<file path="src/hdl/sti_pkg.sv">
`timescale 1ns / 1ps

package sti_pkg;

   localparam int DEPTH       = 16;
   localparam int VALUE_WIDTH = 32;
   localparam int CNT_W       = $clog2(DEPTH + 1);

   typedef logic [VALUE_WIDTH-1:0] value_type;
   typedef logic [CNT_W-1:0]       count_type;

   typedef enum logic [1:0] {
      REQ_INSERT = 2'd0,
      REQ_ERASE  = 2'd1,
      REQ_READ   = 2'd2
   } req_kind_type;

   typedef enum logic [1:0] {
      STATUS_OK        = 2'd0,
      STATUS_FULL      = 2'd1,
      STATUS_BAD_INDEX = 2'd2
   } status_type;

   // Operation broadcast to every cell in the chain.
   typedef struct packed {
      logic      insert_en;
      logic      erase_en;
      value_type value;
   } cell_ctl_type;

   // Where a cell stands relative to the count and the request index.
   typedef struct packed {
      logic valid;
      logic at_end;
      logic past_index;
   } cell_pos_type;

endpackage

</file>
<file path="src/hdl/sorted_table_insert_erase_top.sv">
`timescale 1ns / 1ps
// A result is registered and appears on the rsp_ ports in the cycle after its request is taken.
// Throughput: one request per cycle; all cells compare and shift in parallel.
// busy stays low, so start may be held high on every cycle.
// Reset clears the entry count and the result strobe; entry contents are not cleared.
// The receiver cannot stall; each result is shown for exactly one cycle.

module sorted_table_insert_erase_top
   import sti_pkg::*;
(
   input  logic        clock,
   input  logic        reset,
   input  logic        start,
   output logic        busy,
   input  logic [1:0]  req_type,
   input  logic [31:0] req_item_value,
   input  logic [3:0]  req_item_index,
   output logic        rsp_valid,
   output logic [1:0]  rsp_status,
   output logic [31:0] rsp_read_value,
   output logic [4:0]  rsp_item_position,
   output logic [4:0]  rsp_stored_count
);

   count_type    count_ff, count_in;
   logic         rsp_valid_ff;
   logic [1:0]   status_ff, status_in;
   logic [31:0]  read_value_ff, read_value_in;
   logic [4:0]   position_ff, position_in;

   cell_ctl_type ctl;
   cell_pos_type cell_pos [DEPTH];
   logic         greater  [DEPTH];
   value_type    entries  [DEPTH];
   count_type    land_pos;
   logic         accept;
   logic         index_ok;
   logic         is_full;

   assign busy     = 1'b0;
   assign accept   = start && !busy;
   assign index_ok = 32'(req_item_index) < 32'(count_ff);
   assign is_full  = 32'(count_ff) >= DEPTH;

   assign ctl.value     = req_item_value[VALUE_WIDTH-1:0];
   assign ctl.insert_en = accept && (req_type == REQ_INSERT) && !is_full;
   assign ctl.erase_en  = accept && (req_type == REQ_ERASE) && index_ok;

   genvar g;
   generate
      for (g = 0; g < DEPTH; g++) begin : g_cell
         assign cell_pos[g].valid      = 32'(g) < 32'(count_ff);
         assign cell_pos[g].at_end     = 32'(g) == 32'(count_ff);
         assign cell_pos[g].past_index = 32'(g) >= 32'(req_item_index);

         sti_cell u_cell (
            .clock        (clock),
            .ctl          (ctl),
            .pos          (cell_pos[g]),
            .prev_greater ((g == 0) ? 1'b0 : greater[(g == 0) ? 0 : g - 1]),
            .prev_entry   (entries[(g == 0) ? 0 : g - 1]),
            .next_entry   (entries[(g == DEPTH - 1) ? g : g + 1]),
            .greater      (greater[g]),
            .entry        (entries[g])
         );
      end
   endgenerate

   // The landing slot is the number of held entries not above the new value.
   always_comb begin
      land_pos = '0;
      for (int i = 0; i < DEPTH; i++) begin
         land_pos = land_pos + count_type'(cell_pos[i].valid && !greater[i]);
      end
   end

   always_comb begin
      count_in      = count_ff;
      status_in     = STATUS_OK;
      read_value_in = '0;
      position_in   = '0;
      case (req_type)
         REQ_INSERT: begin
            if (is_full) begin
               status_in = STATUS_FULL;
            end else begin
               count_in    = count_ff + count_type'(1);
               position_in = 5'(land_pos);
            end
         end
         REQ_ERASE: begin
            if (!index_ok) begin
               status_in = STATUS_BAD_INDEX;
            end else begin
               count_in    = count_ff - count_type'(1);
               position_in = 5'(req_item_index);
            end
         end
         REQ_READ: begin
            if (!index_ok) begin
               status_in = STATUS_BAD_INDEX;
            end else begin
               read_value_in = 32'(entries[req_item_index[$clog2(DEPTH)-1:0]]);
            end
         end
         default: begin
         end
      endcase
   end

   always_ff @(posedge clock) begin
      if (reset) begin
         count_ff     <= '0;
         rsp_valid_ff <= 1'b0;
      end else begin
         rsp_valid_ff <= accept;
         if (accept) begin
            count_ff <= count_in;
         end
      end
   end

   always_ff @(posedge clock) begin
      if (accept) begin
         status_ff     <= status_in;
         read_value_ff <= read_value_in;
         position_ff   <= position_in;
      end
   end

   assign rsp_valid         = rsp_valid_ff;
   assign rsp_status        = status_ff;
   assign rsp_read_value    = read_value_ff;
   assign rsp_item_position = position_ff;
   assign rsp_stored_count  = 5'(count_ff);

   a_count_bound: assert property (@(posedge clock) disable iff (reset)
      32'(count_ff) <= DEPTH)
      else $error("entry count above table depth");

   a_rsp_follows_start: assert property (@(posedge clock) disable iff (reset)
      accept |=> rsp_valid)
      else $error("accepted request gave no result");

   a_full_keeps_count: assert property (@(posedge clock) disable iff (reset)
      (accept && req_type == REQ_INSERT && is_full) |=>
         (rsp_status == STATUS_FULL && $stable(count_ff)))
      else $error("insert into full table changed the count");

   a_erase_shrinks: assert property (@(posedge clock) disable iff (reset)
      ctl.erase_en |=> (count_ff == $past(count_ff) - count_type'(1)))
      else $error("erase did not reduce the count by one");

endmodule

</file>
<file path="src/hdl/sti_cell.sv">
`timescale 1ns / 1ps

module sti_cell
   import sti_pkg::*;
(
   input  logic         clock,
   input  cell_ctl_type ctl,
   input  cell_pos_type pos,
   input  logic         prev_greater,
   input  value_type    prev_entry,
   input  value_type    next_entry,
   output logic         greater,
   output value_type    entry
);

   value_type entry_ff;
   value_type entry_in;

   assign greater = pos.valid && (entry_ff > ctl.value);
   assign entry   = entry_ff;

   // On insert the cells holding larger values shift up by one; the first of
   // them, or the first free cell, takes the new value.
   always_comb begin
      entry_in = entry_ff;
      if (ctl.insert_en && (greater || pos.at_end)) begin
         entry_in = prev_greater ? prev_entry : ctl.value;
      end else if (ctl.erase_en && pos.past_index) begin
         entry_in = next_entry;
      end
   end

   always_ff @(posedge clock) begin
      entry_ff <= entry_in;
   end

endmodule

</file>
<file path="config.mk">
export PLATFORM = sky130hd
export DESIGN_NAME = sorted_table_insert_erase_top
export DESIGN_NICKNAME = d
export VERILOG_FILES = /design/src/hdl/sti_pkg.sv /design/src/hdl/sorted_table_insert_erase_top.sv /design/src/hdl/sti_cell.sv
export SDC_FILE = /design/constraint.sdc
export NUM_CORES = 2
export LEC_CHECK = 0
export ABC_AREA = 1
export ABC_CLOCK_PERIOD_IN_PS = 15850
export BUFFER_PORTS_ARGS = -buffer_cell sky130_fd_sc_hd__buf_2
export CAP_MARGIN = 20
export CORE_ASPECT_RATIO = 2
export CORE_MARGIN = 2
export CORE_UTILIZATION = 47
export CTS_CLUSTER_SIZE = 28
export DETAILED_ROUTE_END_ITERATION = 6
export PLACE_DENSITY = 0.73
export SKIP_LAST_GASP = 1
export SYNTH_ARGS = -nofsm -noshare
export SYNTH_HDL_FRONTEND = slang
export SYNTH_SLANG_ARGS = --single-unit
</file>
<file path="constraint.sdc">
create_clock -name clock -period 15.85 [get_ports clock]
set_input_delay 0 -clock clock [delete_from_list [all_inputs] [get_ports clock]]
set_output_delay 0 -clock clock [all_outputs]
set_load 0.03 [all_outputs]
</file>
==> flow_summary.toml <==
[drt]
wirelength_um = 190300
wl_met2_um = 94010
drc = 0
via_per_inst = 6.225
drt_iter0_drc = 6149
routed.top_layer = "met4"
ant_nets = 0
first_pass_iters = 7
routedWlPerCell_um = 24.03
met3_length_um = 14800
vias = 49313
wl_met1_um = 62850

[setup_path]
arrival_ns = 6.82
end_kind = "register"
path_max_fanout = 34
worstPathRequired_ns = 16.28
start_kind = "input pin"
worst-setup-path-type = "in2reg"

[sta]
setup_violations = 0
slew_viol_final = 0
fin_crit_ns = 6.389
finalHoldViolCount = 0
tightest_slew_ns = 1.127
finClkSkew_ns = 0.02969
fin_crit_sh = 0.4031
fmax_mhz = 156.5
fin_hold_ws_ns = 0.06509
rsz0062_at_grt = "no"
slew_headroom = 0.2487
setup-tns-final_ns = 0

[clocking]
cts_root_buffer = "clkbuf_16"
cts_resized = 0
clk_pin_slew_worst_paths_ns = 0.07
cts_tree = "built"
numCtsBuffers = 57
cts_sinks = 557
htree_num_levels = 2
clockBufferDepth = 3
cts_setup_buffers = 0
clk_latency_ns = 0.70
ctsHoldBuffers = 36

[synth]
yosysSeqAreaShare = 0.3489
synth_fp_nets = 7253
synthArstFlopShare = 0
yosysTopAreaCell = "edfxtp_1"
synth.distinct_cells = 50
syn_avg_cell_area_um2 = 7.157
synth_area_mm2 = 0.04776
synth-edff-count = 551
synth_area_leaders = "edfxtp_1 35%, nand2_1 24%, ha_1 14%"
postSynthCellCount = 6673
ys_seq_elements = 557
yosys_warnings = 0
yosysTopAreaCellShare = 0.3464
synth_top_flop_cell = "edfxtp_1"

[die]
num_rows = 165
fp.dieH_um = 454.8
start_util = 0.4731
die_w_um = 229.4
core_mm2 = 0.1010
boundaryPins = 87
dieArea_mm2 = 0.1043

[finish]
drive_gt1_frac = 0.05729
area_growth_pct = 7.663
fin_nets = 7114
mostFrequentLayoutCell = "nand2_1"
postLayoutCoreUtil = 0.5094
layout.cells.non_filler = 7922
most-common-layout-cells = "3076 x nand2_1, 551 x edfxtp_1, 529 x ha_1, 491 x nand4_1, 416 x nor2_1"

[power_and_ir_drop]
p_sw_mw = 1.254
peakVddDrop_uv = 93.90
p_clk_frac = 0.393
p_sw_frac = 0.3141
finalPower_mw = 3.993
p_seq_frac = 0.420
p_int_mw = 2.739
p_leak_nw = 23.97
comb_power_share = 0.187
power_density_mw_per_mm2 = 77.65

[placed_design]
place_inst = 7775
port_buffers = 85
dp.final_hpwl_um = 141800
gp_congestion = 0.9788

[min_path]
hp-class = "in2reg"

[grt]
grt_max_degree = 121
grt_pass1_vias = 47594
grt_usage = 0.3548
antenna_found_initial = 3
grt_pass1_wl_um = 283700
overflow = 0

[outcome]
outcome = "completed"

[job]
cap_violations = 0
-- worst paths after layout --
kind	slack, ns	from	end	cells after the start
worst max-delay path	9.46	req_item_value[27]	rsp_item_position[2]	23
worst min-delay path	0.07	req_item_value[0]	g_cell[0].u_cell.entry[0]	3
worst max register to register	9.82	g_cell[2].u_cell.entry[27]	rsp_item_position[2]	20
worst min register to register	0.57	g_cell[14].u_cell.entry[0]	g_cell[13].u_cell.entry[0]	2
-- state kept, by name, indices dropped and copies added, names as in the netlist --
register,cells
rsp_stored_count,5
g_cell.u_cell.entry,512
rsp_status,2
rsp_read_value,32
rsp_item_position,5
rsp_valid,1
-- Yosys cell counts, types with 5 or more instances --
library cell and instances:
a21oi_1 237, nand2_1 3079, edfxtp_1 551, a21o_1 19
fa_1 10, dfxtp_1 6, nor3_1 23, buf_2 115
o21ai_0 339, nor2_1 419, buf_1 13, inv_2 6
ha_1 529, nand4_1 491, o22ai_1 126, nand2_2 11
o21a_1 18, buf_4 19, nand3_1 74, nand3_2 15
a21oi_2 14, a41oi_1 32, clkbuf_1 292, inv_1 184
o21ai_1 5
-- per-layer routing --
metal	vias to the layer above	GRT usage
li1	22458	-
met2	3170	0.6292
met3	1084	0.04963
met1	22601	0.3675
met4	0	0.3068
met5	-	0
-- area by class of cell --
cell class | count | area [um2]
Timing Repair Buffer | 241 | 1698
Sequential cell | 557 | 16670
Inverter | 193 | 737.0
Fill cell | 9678 | 49530
Clock buffer | 63 | 1449
Antenna cell | 5 | 12.51
Tap cell | 1336 | 1672
Multi-Input combinational cell | 5484 | 28600
Clock inverter | 43 | 584.3
-- critical path, stage by stage --
cell and delay, ns:
dlygate4sd3_1 0.54, buf_2 0.38, inv_1 0.49, ha_1 0.50
nand2_1 0.07, nor2_1 0.14, nand2_1 0.21, nor4_2 0.68
nand2_1 0.13, buf_4 0.31, nand2_1 0.14, nand2_1 0.08
fa_1 0.52, inv_1 0.08, fa_1 0.48, inv_1 0.06
fa_1 0.50, fa_1 0.54, inv_1 0.05, ha_1 0.22
fa_1 0.42, nor2_1 0.13, o22ai_1 0.09
-- power groups by stage --
stage               sequential (mW)  combinational, mW  clock (mW)
CTS                            1.68              0.722        1.57
finish                         1.68              0.748        1.57
detailed placement             1.71              0.711           0
global placement               1.71              0.696           0
global route                   1.68              0.814        1.62
floorplan                      1.71              0.470           0
-- logic make-up (layout without fill, tap and decap cells) --
logic type	count (synthesis)	count (layout)	synth area share
other cells	1	6	0.00007852
fa+ha+maj	539	539	0.1428
simple gates	4133	4133	0.3582
buf+inv	632	540	0.05423
compound gates	810	810	0.09557
xor+xnor	1	1	0.0001834
flops	557	557	0.3489
-- through the flow --
stage	setup slack [ns]	area, um2
after global routing	9.326	51410
after CTS	9.643	51410
after global placement	9.552	49010
after detailed placement	9.484	49010
after floorplan	10.51	47760
final	9.461	51420
No activity file was read; power rests on OpenSTA's default activity.
